--- src/design/bsm_pkg.sv ---
// Shared constants and types for the radix-2 Booth sequential multiplier.
// No dependencies; imported by every module of the block.
package bsm_pkg;

    localparam int WIDTH      = 16;              // operand width, 2..32
    localparam int ACC_W      = WIDTH + 1;       // one guard bit for the most negative operand
    localparam int OPND_W     = 16;              // width of each operand field on the port
    localparam int PROD_W     = 32;              // width of the product field on the port
    localparam int FULL_W     = ACC_W + WIDTH;   // accumulator joined to the multiplier register
    localparam int IN_DATA_W  = ((2 * OPND_W + 7) / 8) * 8;
    localparam int OUT_DATA_W = ((PROD_W + 7) / 8) * 8;
    localparam int CNT_W      = $clog2(WIDTH);

    typedef struct packed {
        logic load;     // take new operands, clear the partial product
        logic step;     // one Booth add/subtract and arithmetic shift
        logic store;    // copy the finished product into the output register
    } bsm_cmd_t;

endpackage

--- src/design/bsm_ctrl.sv ---
// Controller for the Booth multiplier: sequences load, steps and store.
// Depends on bsm_pkg; drives bsm_datapath through bsm_cmd_t.
module bsm_ctrl
    import bsm_pkg::*;
(
    input  logic     clk,
    input  logic     rst_n,
    input  logic     in_valid,
    output logic     in_ready,
    output logic     out_valid,
    input  logic     out_ready,
    output bsm_cmd_t cmd
);

    localparam logic [1:0] ST_IDLE = 2'd0;
    localparam logic [1:0] ST_RUN  = 2'd1;
    localparam logic [1:0] ST_HOLD = 2'd2;

    localparam logic [CNT_W-1:0] LAST_STEP = CNT_W'(WIDTH - 1);

    logic [1:0]       state_reg, state_next;
    logic [CNT_W-1:0] cnt_reg, cnt_next;
    logic             out_valid_reg, out_valid_next;

    assign in_ready  = (state_reg == ST_IDLE);
    assign out_valid = out_valid_reg;

    always_comb
    begin
        cmd.load  = in_valid && in_ready;
        cmd.step  = (state_reg == ST_RUN);
        // output register is free if empty or its beat goes out this cycle
        cmd.store = (state_reg == ST_HOLD) && (!out_valid_reg || out_ready);
    end

    always_comb
    begin
        state_next = state_reg;
        cnt_next   = cnt_reg;
        unique case (state_reg)
            ST_IDLE:
            begin
                if (cmd.load)
                begin
                    state_next = ST_RUN;
                    cnt_next   = '0;
                end
            end
            ST_RUN:
            begin
                cnt_next = cnt_reg + 1'b1;
                if (cnt_reg == LAST_STEP)
                begin
                    state_next = ST_HOLD;
                end
            end
            ST_HOLD:
            begin
                if (cmd.store)
                begin
                    state_next = ST_IDLE;
                end
            end
            default:
            begin
                state_next = ST_IDLE;
            end
        endcase
    end

    always_comb
    begin
        priority if (cmd.store)
            out_valid_next = 1'b1;
        else if (out_ready)
            out_valid_next = 1'b0;
        else
            out_valid_next = out_valid_reg;
    end

    always_ff @(posedge clk or negedge rst_n)
    begin
        if (!rst_n)
        begin
            state_reg     <= ST_IDLE;
            cnt_reg       <= '0;
            out_valid_reg <= 1'b0;
        end
        else
        begin
            state_reg     <= state_next;
            cnt_reg       <= cnt_next;
            out_valid_reg <= out_valid_next;
        end
    end

endmodule

--- src/design/bsm_datapath.sv ---
// Datapath for the Booth multiplier: accumulator, multiplier shift register,
// extra low bit, held multiplicand and output register. Depends on bsm_pkg.
module bsm_datapath
    import bsm_pkg::*;
(
    input  logic              clk,
    input  logic              rst_n,
    input  bsm_cmd_t          cmd,
    input  logic [OPND_W-1:0] multiplicand,
    input  logic [OPND_W-1:0] multiplier,
    output logic [PROD_W-1:0] product
);

    logic [ACC_W-1:0]  acc_reg, acc_next;
    logic [WIDTH-1:0]  q_reg, q_next;
    logic              q_extra_reg, q_extra_next;
    logic [ACC_W-1:0]  mcand_reg, mcand_next;
    logic [PROD_W-1:0] product_reg;

    logic [WIDTH+OPND_W-1:0]  mcand_wide;
    logic [WIDTH+OPND_W-1:0]  mplier_wide;
    logic [WIDTH-1:0]         mcand_op;
    logic [ACC_W-1:0]         acc_sum;
    logic [FULL_W-1:0]        full_prod;
    logic [FULL_W+PROD_W-1:0] full_wide;

    // operands are taken as their low WIDTH bits
    assign mcand_wide  = {{WIDTH{1'b0}}, multiplicand};
    assign mplier_wide = {{WIDTH{1'b0}}, multiplier};
    assign mcand_op    = mcand_wide[WIDTH-1:0];

    always_comb
    begin
        unique case ({q_reg[0], q_extra_reg})
            2'b01:   acc_sum = acc_reg + mcand_reg;
            2'b10:   acc_sum = acc_reg - mcand_reg;
            default: acc_sum = acc_reg;
        endcase
    end

    always_comb
    begin
        acc_next     = acc_reg;
        q_next       = q_reg;
        q_extra_next = q_extra_reg;
        mcand_next   = mcand_reg;
        priority if (cmd.load)
        begin
            acc_next     = '0;
            q_next       = mplier_wide[WIDTH-1:0];
            q_extra_next = 1'b0;
            mcand_next   = {mcand_op[WIDTH-1], mcand_op};
        end
        else if (cmd.step)
        begin
            // arithmetic shift right of {acc, q, extra} as one word
            acc_next     = {acc_sum[ACC_W-1], acc_sum[ACC_W-1:1]};
            q_next       = {acc_sum[0], q_reg[WIDTH-1:1]};
            q_extra_next = q_reg[0];
        end
        else
        begin
            acc_next = acc_reg;
        end
    end

    assign full_prod = {acc_reg, q_reg};
    assign full_wide = {{PROD_W{1'b0}}, full_prod};
    assign product   = product_reg;

    always_ff @(posedge clk or negedge rst_n)
    begin
        if (!rst_n)
        begin
            acc_reg     <= '0;
            q_reg       <= '0;
            q_extra_reg <= 1'b0;
            mcand_reg   <= '0;
        end
        else
        begin
            acc_reg     <= acc_next;
            q_reg       <= q_next;
            q_extra_reg <= q_extra_next;
            mcand_reg   <= mcand_next;
        end
    end

    always_ff @(posedge clk)
    begin
        if (cmd.store)
        begin
            product_reg <= full_wide[PROD_W-1:0];
        end
    end

endmodule

--- src/design/booth_signed_multiplier.sv ---
// Channel   | dir | signals                    | tdata fields (low bit up)
// s_axis    | in  | tvalid, tready, tdata[31:0] | multiplicand[15:0], multiplier[31:16]
// m_axis    | out | tvalid, tready, tdata[31:0] | product[31:0]
//
// The accept edge loads the operands; the run state then performs 16 Booth
// add/subtract-and-shift steps through the single 17-bit adder, and the hold state
// stores into the output register. No new beat is taken until that store.
// A finished product waits in the output register while the next beat is taken;
// if that register is still full when the next product is done, the core holds.
// rst_n is asynchronous, active low; clears control, accumulator and counters.
// Top level; depends on bsm_pkg, bsm_ctrl, bsm_datapath.
module booth_signed_multiplier
    import bsm_pkg::*;
(
    input  logic                  clk,
    input  logic                  rst_n,
    input  logic                  s_axis_tvalid,
    output logic                  s_axis_tready,
    input  logic [IN_DATA_W-1:0]  s_axis_tdata,   // multiplicand, multiplier
    output logic                  m_axis_tvalid,
    input  logic                  m_axis_tready,
    output logic [OUT_DATA_W-1:0] m_axis_tdata    // product
);

    bsm_cmd_t          cmd;
    logic [PROD_W-1:0] product;

    bsm_ctrl u_ctrl (
        .clk       (clk),
        .rst_n     (rst_n),
        .in_valid  (s_axis_tvalid),
        .in_ready  (s_axis_tready),
        .out_valid (m_axis_tvalid),
        .out_ready (m_axis_tready),
        .cmd       (cmd)
    );

    bsm_datapath u_datapath (
        .clk          (clk),
        .rst_n        (rst_n),
        .cmd          (cmd),
        .multiplicand (s_axis_tdata[OPND_W-1:0]),
        .multiplier   (s_axis_tdata[2*OPND_W-1:OPND_W]),
        .product      (product)
    );

    assign m_axis_tdata = OUT_DATA_W'(product);

endmodule

--- config.mk ---
export PLATFORM = sky130hd
export DESIGN_NAME = booth_signed_multiplier
export DESIGN_NICKNAME = d
export VERILOG_FILES = /design/src/design/bsm_pkg.sv /design/src/design/bsm_ctrl.sv /design/src/design/bsm_datapath.sv /design/src/design/booth_signed_multiplier.sv
export SDC_FILE = /design/constraint.sdc
export NUM_CORES = 1
export LEC_CHECK = 0
export BUFFER_PORTS_ARGS = -buffer_cell sky130_fd_sc_hd__buf_2
export CAP_MARGIN = 20
export CORE_MARGIN = 2
export CORE_UTILIZATION = 45
export CTS_CLUSTER_DIAMETER = 120
export DETAILED_ROUTE_END_ITERATION = 16
export PLACE_DENSITY = 0.65
export SYNTH_ARGS = -nofsm -noshare
export SYNTH_HDL_FRONTEND = slang
export SYNTH_HIERARCHICAL = 1
export SYNTH_SLANG_ARGS = --single-unit
export TNS_END_PERCENT = 5
--- constraint.sdc ---
create_clock -name clk -period 4 [get_ports clk]
set_clock_uncertainty 0.2 [all_clocks]
set_input_delay 0.2 -clock clk [delete_from_list [all_inputs] [get_ports clk]]
set_output_delay 0.2 -clock clk [all_outputs]
set_load 0.005 [all_outputs]
# Word-level counts from Yosys, hierarchy flattened
# Index checks and enable logic that the tools add are counted.
# Widths: inputs -> output; s select.
[totals]
reg_bits = 89
word_cells = 44
[op_classes]
n_eq_ne = 8
n_reduce_logical = 10
add_sub_neg = 3
n_mux = 15
[op_table]
columns = ["cell", "count"]
rows = [
  ["$mux 17", 2],
  ["$pmux 17 s2", 1],
  ["$mux 16", 2],
  ["$add 17x17->17", 1],
  ["$sub 17x17->17", 1],
  ["$pmux 4 s2", 1],
  ["$mux 2", 3],
  ["$pmux 2 s3", 1],
  ["$reduce_bool 2->1", 3],
  ["$add 4x1->4 const B", 1],
  ["$eq 2x1->1 const B", 2],
  ["$eq 2x2->1 const B", 2],
  ["$eq 4x4->1 const B", 1],
  ["$mux 1", 4],
  ["$mux 4", 1],
  ["$ne 2x2->1 const B", 2],
  ["$reduce_and 3->1", 1],
  ["$logic_and 1x1->1", 2],
  ["$logic_not 2->1", 1],
  ["$ne 2x1->1 const B", 1],
  ["$reduce_and 2->1", 1],
  ["$logic_not 1->1", 1],
  ["$logic_or 1x1->1", 1],
]

# Depth between registers and ports, before layout
# Gate-level depths: netlist (run 1).
[logic_depth]
depth_word = 5
mapped_depth = 13
depth_no_buf = 12

# By module
# Netlist (run 1), hierarchy kept.
[modules_own_cells]
columns = ["mod", "instances", "cells_each", "seq_area_each_um2", "area_per_inst_um2"]
rows = [
  ["bsm_datapath", 1, 398, 2187.1, 4277.9],
  ["bsm_ctrl", 1, 32, 175.2, 336.6],
]

# Worst setup path before layout (run 1)
# No wires, ideal clock.
[synth_path]
kind = "reg2reg"
startpoint = "register u_datapath.q_extra_reg"
endpoint = "register u_datapath.acc_reg[15]"
required_ns = 3.672
arrival_time_ns = 2.850
setup_slack_ns = 0.822
path_stages_with_launch = 14
path_cell_list = "dfrtp_1 -> inv_1 -> ha_1 -> clkbuf_1 -> clkbuf_1 -> nor2_1 -> xnor2_1 -> ha_1 -> nor2b_1 -> o31a_1 -> o21ai_1 -> o211ai_1 -> mux2i_1 -> mux2_1"
[synth_via]
elab_chain_len = 4
[synth_rtl]
columns = ["item", "line_no", "rtl"]
rows = [
  ["start, declared", "bsm_datapath.sv:16", "logic q_extra_reg, q_extra_next;"],
  ["start signal, assigned", "bsm_datapath.sv:84", "q_extra_reg <= q_extra_next;"],
  ["$eq 2x2->1 / $eq 2x1->1 (equally long branches)", "bsm_datapath.sv:34", "unique case ({q_reg[0], q_extra_reg})"],
  ["$pmux 17 s2 (*)", "bsm_datapath.sv:34", ""],
  ["$mux 17 (*)", "bsm_datapath.sv:54", "else if (cmd.step)"],
  ["$mux 17 (*)", "bsm_datapath.sv:47", "priority if (cmd.load)"],
  ["end signal, assigned", "bsm_datapath.sv:82", "acc_reg <= acc_next;"],
  ["end, declared", "bsm_datapath.sv:14", "logic [ACC_W-1:0] acc_reg, acc_next;"],
]
# Every way passes the cells marked *; elsewhere a longest branch is shown, timed or not. The select of a mux whose other input is x is not followed.
# A chain may end at the register's enable or synchronous reset.

# Final worst setup path (run 1)
# Ends and elaborated chain as after synthesis.

==> results of run 1 <==
## stage by stage
step | setup WS (ps) | instance area (sq um) | hold slack (ps)
floorplan | 822.3 | 4614 | -295.6
global placement | 635.0 | 5080 | 169.2
detailed placement | 593.6 | 5080 | 179.2
CTS | 561.6 | 5625 | 54.45
global route | 290.4 | 5625 | 100.6
finish | 560.3 | 5625 | 61.18
## power groups by stage
| stage | Combinational [mW] | Clock (mW) | Sequential, mW |
|---|---|---|---|
| finish | 3.48 | 0.630 | 1.63 |
| global route | 3.93 | 0.691 | 1.68 |
| CTS | 3.47 | 0.646 | 1.63 |
| detailed placement | 3.42 | 0 | 1.65 |
| global placement | 3.37 | 0 | 1.63 |
| floorplan | 2.85 | 0 | 1.55 |
## per-layer routing
layer	share of wire, %	wire, um	up-vias
li1	-	-	1762
met2	45	4195	80
met3	4.2	392	8
met5	0	0	-
met1	50	4673	1614
met4	1.1	100	0
## timing repair
item,CTS,global route
hold buffers,34,0
hold endpoints to repair,71,0
gates resized for setup,0,0
## worst max-delay path by stage
stage / startpoint / to / slack (ps) / depth (start not counted)
6_report: u_datapath/q_extra_reg / u_datapath/acc_reg[15] / 560 / 10
4_1_cts: u_datapath/q_extra_reg / u_datapath/acc_reg[15] / 560 / 10
2_1_floorplan: u_datapath/q_extra_reg / u_datapath/acc_reg[15] / 820 / 13
3_3_place_gp: u_datapath/q_extra_reg / u_datapath/acc_reg[15] / 640 / 11
3_5_place_dp: u_datapath/q_extra_reg / u_datapath/acc_reg[15] / 590 / 10
5_1_grt: u_datapath/q_reg[0] / u_datapath/acc_reg[15] / 290 / 10
## worst max-delay path: stages, from the launching register on
cell,delay [ps]
dfrtp_1,390
inv_1,60
ha_1,460
mux2_2,420
fa_1,410
nor2b_1,190
o31a_1,200
o21ai_1,180
o211ai_1,250
mux2i_1,230
mux2_1,340
## synth_stat cells, types with 2 or more instances
| library cell | instances |
|---|---|
| dfrtp_1 | 56 |
| nand2_1 | 42 |
| o21ai_0 | 34 |
| edfxtp_1 | 32 |
| nor2_1 | 32 |
| a21oi_1 | 23 |
| mux2i_1 | 20 |
| ha_1 | 19 |
| clkbuf_1 | 18 |
| xnor2_1 | 15 |
| mux2_2 | 14 |
| nor3_1 | 12 |
| inv_1 | 11 |
| a211oi_1 | 9 |
| o21a_1 | 9 |
| nor2b_1 | 7 |
| a21o_1 | 5 |
| and3_1 | 5 |
| nand3_1 | 5 |
| o22ai_1 | 4 |
| xor2_1 | 4 |
| a22o_1 | 3 |
| nand2b_1 | 3 |
| or3_1 | 3 |
| a211o_1 | 2 |
| a21boi_0 | 2 |
| a31oi_1 | 2 |
| buf_4 | 2 |
| nor3_4 | 2 |
| nor3b_1 | 2 |
| o211ai_1 | 2 |
| o311a_1 | 2 |
| o31a_1 | 2 |
| o32ai_1 | 2 |
## logic make-up after synthesis
kind of cell	after synthesis
AO/OA/AOI/OAI	113
XOR/XNOR	19
adder cells (fa/ha/maj)	20
buffers and inverters	33
flip-flops	88
multiplexers	35
AND/OR/NAND/NOR	122
## cell type report
type / instances / area, sq um / area share [%]
sequential: 88 / 2362 / 41.99
multi-input combinational: 309 / 2123 / 37.74
timing repair buffer: 108 / 723.2 / 12.86
tap: 133 / 166.4 / 2.958
clock buffer: 10 / 137.6 / 2.447
clock inverter: 6 / 67.56 / 1.201
inverter: 12 / 45.04 / 0.8007
==> flow_metrics.env, run 1 <==
export IMPL_clock_path_buffers=2
export IMPL_synth_cell_types=59
export IMPL_synth_ff_type="dfrtp_1"
export IMPL_switching_share_pct=43.82
export IMPL_required_ps=4040
export IMPL_timing_rr_start="u_datapath/q_extra_reg"
export IMPL_synth_seq_cells=88
export IMPL_num_fill_cells=881
export IMPL_synthArstFlopShare_pct=63.64
export IMPL_initial_core_util_pct=46.78
export IMPL_mostFrequentLayoutCells="buf_2, dfrtp_1, nand2_1"
export IMPL_areaGrowthSynthToFinish_pct=21.91
export IMPL_ant_nets=0
export IMPL_placementRows=36
export IMPL_synth_compound_area_share_pct=15.78
export IMPL_synth_top_area_share_pct=30.37
export IMPL_synth_simple_area_share_pct=12.96
export IMPL_first_iter_violations=212
export IMPL_p_int_mw=3.224
export IMPL_p_comb_share_pct=60.6
export IMPL_syn_nets=486
export IMPL_synth_fa_ha_area_share_pct=5.586
export IMPL_power_mw=5.738
export IMPL_yosysSeqAreaShare_pct=51.19
export IMPL_insertion_delay_ps=360
export IMPL_leakage_nw=2.467
export IMPL_max_slew_margin_pct=41.88
export IMPL_peakVddDrop_mv=0.3856
export IMPL_die_w_um=105.3
export IMPL_rrSetupSlack_ps=560
export IMPL_cts_num_sinks=88
export IMPL_power_density_nw_per_um2=1020
export IMPL_gr_usage_met3_pct=3.278
export IMPL_grt_first_pass_wirelength_um=15640
export IMPL_fin_crit_ps=3440
export IMPL_crit_type="reg -> reg"
export IMPL_grt_overflow_total=0
export IMPL_num_antenna_cells=0
export IMPL_timing_fmax_ghz=0.2907
export IMPL_synth_edf_count=32
export IMPL_reg2reg_depth=10
export IMPL_placed_cells=616
export IMPL_grt_pass1_vias=3262
export IMPL_maxCapViolCount=0
export IMPL_setup_tns_ps=0
export IMPL_tightest_slew_ps=871.8
export IMPL_detail_route_vias_per_cell=5.201
export IMPL_path_clk_slew_ps=80
export IMPL_hold_depth=4
export IMPL_synth_area_leader_cell="dfrtp_1"
export IMPL_clkPwrFrac_pct=11.0
export IMPL_numPortBuffers=69
export IMPL_cts_setup_buffers=0
export IMPL_synth_top_family_by_area="compound AO/OA/AOI/OAI gates"
export IMPL_htreeDepth=3
export IMPL_post_route_period_util_pct=85.99
export IMPL_die_area_sq_um=11080
export IMPL_grtUsageMet1_pct=25.89
export IMPL_wl_um=9362
export IMPL_cts_root_buf="clkbuf_8"
export IMPL_arrival_ps=3480
export IMPL_min_from="s_axis_tvalid"
export IMPL_busiest_layer="met2"
export IMPL_worst_setup_path_end_kind="register"
export IMPL_grt_max_degree=71
export IMPL_synth_xor_area_share_pct=3.606
export IMPL_grt_total_usage_pct=17.60
export IMPL_outcome="completed"
export IMPL_synth_warnings=6
export IMPL_drive_gt1_share_pct=21.01
export IMPL_coreArea_sq_um=9864
export IMPL_synth_mux_area_share_pct=7.999
export IMPL_final_common_cell="buf_2"
export IMPL_instances_no_fill=666
export IMPL_gp_congestion=0.8225
export IMPL_cts_tree="done"
export IMPL_grt_setup_unrepaired="no"
export IMPL_ioPinCount=70
export IMPL_hp_class="in -> reg"
export IMPL_num_vias=3464
export IMPL_first_pass_iters=4
export IMPL_synth_cells=430
export IMPL_critical_path_max_fanout=11
export IMPL_gr_usage_met2_pct=26.18
export IMPL_synth_area_sq_um=4614
export IMPL_hold_viol=0
export IMPL_die_h_um=105.3
export IMPL_whs_endpoint="u_ctrl/cnt_reg[3]"
export IMPL_hpwl_um=6534
export IMPL_wl_per_cell_um=14.06
export IMPL_numCtsBuffers=9
export IMPL_regToRegEndpoint="u_datapath/acc_reg[15]"
export IMPL_final_util_pct=57.03
export IMPL_largest_reg_flops=32
export IMPL_setup_viol=0
export IMPL_avgSynthCellArea_sq_um=10.73
export IMPL_nets=584
export IMPL_synth_area_leaders="dfrtp_1, edfxtp_1, ha_1"
export IMPL_drcViolationCount=0
export IMPL_cp_start_kind="register"
export IMPL_power_frac_seq_pct=28.4
export IMPL_antenna_found_initial=0
export IMPL_p_switching_mw=2.515
export IMPL_finalMaxSlewViolations=0
Power figures use the tool's default switching activity.
==> run 2: changes to the inputs <==
--- a/config.mk
+++ b/config.mk
@@ -7,11 +7,14 @@
 export LEC_CHECK = 0
 export BUFFER_PORTS_ARGS = -buffer_cell sky130_fd_sc_hd__buf_2
 export CAP_MARGIN = 20
+export CELL_PAD_IN_SITES_DETAIL_PLACEMENT = 0
+export CELL_PAD_IN_SITES_GLOBAL_PLACEMENT = 1
+export CORE_ASPECT_RATIO = 0.9
 export CORE_MARGIN = 2
 export CORE_UTILIZATION = 45
 export CTS_CLUSTER_DIAMETER = 120
 export DETAILED_ROUTE_END_ITERATION = 16
-export PLACE_DENSITY = 0.65
+export PLACE_DENSITY_LB_ADDON = 0.1
 export SYNTH_ARGS = -nofsm -noshare
 export SYNTH_HDL_FRONTEND = slang
 export SYNTH_HIERARCHICAL = 1
==> flow_metrics.env, run 2 (synthesis gave the netlist of run 1 again) <==
export IMPL_outcome="completed"
export IMPL_hold_viol=0
export IMPL_grt_max_degree=42
export IMPL_detail_route_vias_per_cell=5.340
export IMPL_final_common_cell="buf_2"
export IMPL_coreArea_sq_um=10120
export IMPL_peakVddDrop_mv=0.5992
export IMPL_die_area_sq_um=11080
export IMPL_post_route_period_util_pct=86.95
export IMPL_mostFrequentLayoutCells="buf_2, dfrtp_1, nand2_1"
export IMPL_final_util_pct=56.31
export IMPL_setup_viol=0
export IMPL_finalWorstSetupSlack_ps=522.0
export IMPL_path_clk_slew_ps=60
export IMPL_power_density_nw_per_um2=1043
export IMPL_worst_setup_path_end_kind="register"
export IMPL_whs_ps=86.30
export IMPL_cp_start_kind="register"
export IMPL_setup_tns_ps=0
export IMPL_largest_reg_flops=32
export IMPL_hold_buffers=34
export IMPL_grt_total_usage_pct=18.85
export IMPL_p_comb_share_pct=59.2
export IMPL_clock_path_buffers=2
export IMPL_htreeDepth=3
export IMPL_maxCapViolCount=0
export IMPL_nets=584
export IMPL_placementRows=35
export IMPL_ioPinCount=70
export IMPL_grt_setup_unrepaired="no"
export IMPL_p_switching_mw=2.583
export IMPL_dp_worst_setup_slack_ps=542.2
export IMPL_num_fill_cells=901
export IMPL_numCtsBuffers=9
export IMPL_timing_fmax_ghz=0.2875
export IMPL_clkPwrFrac_pct=13.2
export IMPL_first_iter_violations=126
export IMPL_fin_crit_ps=3478
export IMPL_max_slew_margin_pct=41.09
export IMPL_arrival_ps=3500
export IMPL_wl_um=10170
export IMPL_num_antenna_cells=0
export IMPL_crit_type="reg -> reg"
export IMPL_switching_share_pct=43.48
export IMPL_hpwl_um=7104
export IMPL_cts_setup_buffers=0
export IMPL_critical_path_max_fanout=11
export IMPL_cts_tree="done"
export IMPL_drive_gt1_share_pct=21.01
export IMPL_areaGrowthSynthToFinish_pct=23.45
export IMPL_ant_nets=0
export IMPL_initial_core_util_pct=45.62
export IMPL_num_vias=3535
export IMPL_finalMaxSlewViolations=0
export IMPL_leakage_nw=2.503
export IMPL_post_cts_resized=0
export IMPL_grt_pass1_vias=3366
export IMPL_antenna_found_initial=0
export IMPL_hp_class="in -> reg"
export IMPL_insertion_delay_ps=340
export IMPL_drcViolationCount=0
export IMPL_gp_congestion=0.8301
export IMPL_die_h_um=100.1
export IMPL_numPortBuffers=69
export IMPL_grt_first_pass_wirelength_um=16730
export IMPL_power_frac_seq_pct=27.5
export IMPL_required_ps=4020
export IMPL_tightest_slew_ps=883.6
export IMPL_first_pass_iters=4
export IMPL_grt_overflow_total=0
export IMPL_die_w_um=110.7
export IMPL_cts_num_sinks=88
export IMPL_cts_root_buf="clkbuf_16"
export IMPL_wl_per_cell_um=15.36
export IMPL_p_int_mw=3.357
run 2: cell types whose count changed in the layout (fill, tap and decap cells not counted), sizes merged:
cell and delta:
clkinv +1, bufinv -1
run 2: final timing paths:
kind	startpoint	to	slack [ps]	cells after the start
max in group asynchronous	rst_n	u_datapath/mcand_reg[9]	2460	3
min	s_axis_tvalid	u_ctrl/cnt_reg[0]	90	4
max reg2reg	u_datapath/q_reg[0]	u_datapath/acc_reg[15]	520	9
min reg2reg	u_datapath/q_reg[5]	u_datapath/product[5]	280	0
max	u_datapath/q_reg[0]	u_datapath/acc_reg[15]	520	9
min in group asynchronous	rst_n	u_datapath/q_reg[8]	290	2
run 2: power by group through the flow:
stage / sequential (mW) / clock [mW] / combinational [mW]
2_1_floorplan: 1.55 / 0 / 2.85
3_3_place_gp: 1.64 / 0 / 3.44
3_5_place_dp: 1.65 / 0 / 3.49
4_1_cts: 1.64 / 0.816 / 3.53
5_1_grt: 1.68 / 0.852 / 3.96
6_report: 1.64 / 0.787 / 3.52
run 2: per-stage QoR:
step                      power, mW  std cells  area (sq um)
final                         5.940        662          5697
after global routing          6.496        662          5697
after CTS                     5.987        662          5697
after detailed placement      5.137        612          5075
after global placement        5.080        612          5075
after floorplan               4.395        430          4614
run 2: final cells by class:
| type | instances | area (sq um) | area share [%] |
|---|---|---|---|
| multi-input combinational | 309 | 2123 | 37.27 |
| timing repair buffer | 108 | 723.2 | 12.69 |
| sequential | 88 | 2362 | 41.47 |
| inverter | 12 | 45.04 | 0.7907 |
| clock buffer | 10 | 239.0 | 4.195 |
| clock inverter | 6 | 42.54 | 0.7468 |
| tap | 129 | 161.4 | 2.833 |
run 2: worst max-delay path, cell delays in order (launching register included):
cell and delay [ps]:
dfrtp_1 410, ha_1 490, mux2_2 420, fa_1 410
nor2b_1 210, o31a_1 200, o21ai_1 190, o211ai_1 260
mux2i_1 230, mux2_1 330
run 2: routing by layer:
metal  part of all wire, %  up-vias  track usage (%)
met5                     0        -                0
met4                   1.1        0            5.673
met3                   3.6        8            4.952
met2                    50       63            31.05
met1                    46     1687            24.76
li1                      -     1777                -
==> run 3: changes to the inputs <==
--- a/config.mk
+++ b/config.mk
@@ -5,13 +5,14 @@
 export SDC_FILE = /design/constraint.sdc
 export NUM_CORES = 1
 export LEC_CHECK = 0
+export ABC_AREA = 1
 export BUFFER_PORTS_ARGS = -buffer_cell sky130_fd_sc_hd__buf_2
 export CAP_MARGIN = 20
 export CELL_PAD_IN_SITES_DETAIL_PLACEMENT = 0
 export CELL_PAD_IN_SITES_GLOBAL_PLACEMENT = 1
 export CORE_ASPECT_RATIO = 0.9
 export CORE_MARGIN = 2
-export CORE_UTILIZATION = 45
+export CORE_UTILIZATION = 43
 export CTS_CLUSTER_DIAMETER = 120
 export DETAILED_ROUTE_END_ITERATION = 16
 export PLACE_DENSITY_LB_ADDON = 0.1
==> flow_metrics.env, run 3 <==
export IMPL_outcome="completed"
export IMPL_cp_common_cell="nand2_1"
export IMPL_syn_nets=666
export IMPL_numPortBuffers=69
export IMPL_critPathSlowestCell="dfrtp_1"
export IMPL_hp_class="reg -> reg"
export IMPL_ant_nets=0
export IMPL_fin_crit_ps=3129
export IMPL_synth_area_sq_um=4853
export IMPL_cts_num_sinks=88
export IMPL_grt_max_degree=50
export IMPL_cp_cell_sequence="ha_1, inv_2, o21ai_0, nand3_2, nor2_1, xor2_1, ha_1, nand2_1, inv_1, nand2_1, nand3_1, a21oi_1, nand2_1, nand2_1, nand3_1, nand2_1, nand2_1"
export IMPL_gp_congestion=0.8757
export IMPL_num_vias=4183
export IMPL_setup_viol=0
export IMPL_tightest_slew_ps=964.0
export IMPL_timing_fmax_ghz=0.3196
export IMPL_grt_total_usage_pct=21.74
export IMPL_synth_most_common_cell="nand2_1"
export IMPL_grt_first_pass_wirelength_um=20470
export IMPL_final_util_pct=55.38
export IMPL_die_w_um=116.0
export IMPL_grt_overflow_total=0
export IMPL_post_cts_resized=0
export IMPL_grt_pass1_vias=4230
export IMPL_num_antenna_cells=0
export IMPL_post_route_period_util_pct=78.22
export IMPL_maxCapViolCount=0
export IMPL_die_h_um=104.8
export IMPL_wl_um=12100
export IMPL_clock_path_buffers=2
export IMPL_cts_root_buf="clkbuf_16"
export IMPL_path_clk_slew_ps=60
export IMPL_initial_core_util_pct=44.52
export IMPL_synth_edf_count=32
export IMPL_crit_type="reg -> reg"
export IMPL_setup_tns_ps=0
export IMPL_numCtsBuffers=9
export IMPL_synthArstFlopShare_pct=63.64
export IMPL_synth_top_area_share_pct=28.87
export IMPL_largest_reg_flops=32
export IMPL_yosysSeqAreaShare_pct=48.67
export IMPL_slowest_delay_ps=400
export IMPL_placementRows=36
export IMPL_hold_viol=0
export IMPL_ioPinCount=70
export IMPL_synth_seq_cells=88
export IMPL_htreeDepth=3
export IMPL_first_pass_iters=5
export IMPL_synth_ff_type="dfrtp_1"
export IMPL_critical_path_max_fanout=13
export IMPL_synth_warnings=6
export IMPL_synth_cell_types=31
export IMPL_coreArea_sq_um=10900
export IMPL_insertion_delay_ps=340
export IMPL_antenna_found_initial=0
export IMPL_synth_commonest_cells="nand2_1, inv_1, dfrtp_1"
export IMPL_finalMaxSlewViolations=0
export IMPL_drcViolationCount=0
export IMPL_wl_per_cell_um=13.88
export IMPL_die_area_sq_um=12150
export IMPL_arrival_ps=3160
export IMPL_mostFrequentLayoutCells="nand2_1, inv_1, buf_2"
export IMPL_areaGrowthSynthToFinish_pct=24.39
export IMPL_cts_tree="done"
export IMPL_synth_area_leaders="dfrtp_1, edfxtp_1, nand2_1"
export IMPL_max_slew_margin_pct=35.66
export IMPL_hpwl_um=8611
export IMPL_detail_route_vias_per_cell=4.797
export IMPL_num_fill_cells=1024
export IMPL_drive_gt1_share_pct=13.61
export IMPL_cp_start_kind="register"
export IMPL_grt_setup_unrepaired="no"
export IMPL_final_common_cell="nand2_1"
export IMPL_worst_setup_path_end_kind="register"
export IMPL_nets=771
export IMPL_first_iter_violations=213
export IMPL_synth_cells=610
export IMPL_avgSynthCellArea_sq_um=7.956
export IMPL_synth_area_leader_cell="dfrtp_1"
export IMPL_required_ps=4040
run 3: cell count changes in the layout (fill, tap and decap cells not counted), moves of 8 or more:
cell	delta
nor2_1	+10
nand3_1	+32
mux2i_1	-20
o21ai_0	-8
o21a_1	-9
inv_1	+82
mux2_2	-14
xnor2_1	-14
xor2_1	+14
nand2_1	+165
a211oi_1	-9
run 3: path summary, 6_finish.rpt:
path	start	to	slack, ps	depth (start not counted)
worst min-delay path	u_datapath/q_reg[6]	u_datapath/product[6]	250	0
worst max register to register	u_datapath/q_reg[0]	u_datapath/acc_reg[12]	870	17
worst min register to register	u_datapath/q_reg[6]	u_datapath/product[6]	250	0
min in group asynchronous	rst_n	u_ctrl/cnt_reg[0]	320	2
max in group asynchronous	rst_n	u_datapath/acc_reg[4]	2480	3
worst max-delay path	u_datapath/q_reg[0]	u_datapath/acc_reg[12]	870	17
run 3: cell families (layout without fill, tap and decap cells):
group                    count (synthesis)  count (layout)  synth area share, %
flip-flops                              88              88                48.67
AO/OA/AOI/OAI                           70              70                8.353
AND/OR/NAND/NOR                        302             302                25.19
XOR/XNOR                                19              19                3.429
buffers and inverters                  111             221                9.048
adder cells (fa/ha/maj)                 20              20                5.311
run 3: through the flow:
stage	setup slack, ps	area [sq um]	cells	hold slack (ps)
global route	501.1	6037	872	255.1
detailed placement	918.0	5379	821	181.4
CTS	904.8	6037	872	248.7
floorplan	1398	4853	610	-295.6
global placement	1029	5351	820	175.6
finish	871.3	6037	872	253.2
run 3: repair_timing:
| action | 4_1_cts | 5_1_grt |
|---|---|---|
| endpoints found under the hold margin | 71 | 0 |
| hold buffers | 35 | 0 |
| endpoints found under the setup margin | 0 | 0 |
| setup buffers | 0 | 0 |
run 3: layout make-up:
class                   count  area [sq um]  area share, %
clock buffers              11         242.7          4.021
well taps                 152         190.2          3.150
inverters                  96         360.3          5.969
clock inverters             5         65.06          1.078
multi-input cells         411          2063          34.18
repair buffers            109         753.2          12.48
flip-flops and latches     88          2362          39.13
run 3: per-layer routing:
| metal | vias to the layer above | wire length, um | global-route usage [%] |
|---|---|---|---|
| li1 | 2148 | - | - |
| met1 | 1932 | 5925 | 30.01 |
| met2 | 93 | 5597 | 34.29 |
| met3 | 10 | 483 | 5.568 |
| met5 | - | 0 | 0 |
| met4 | 0 | 95 | 5.272 |
run 3: worst max-delay path: cells and delay by family, from the launching register on:
family	cells	cell delay, ps
buffers and inverters	2	230
AO/OA/AOI/OAI	2	340
AND/OR/NAND/NOR	10	990
XOR/XNOR	1	210
adder cells (fa/ha/maj)	2	660
flip-flops	1	400
Power of run 3 is not shown: default switching activity piles up to over one toggle a cycle in this logic, so the estimate is an artifact.
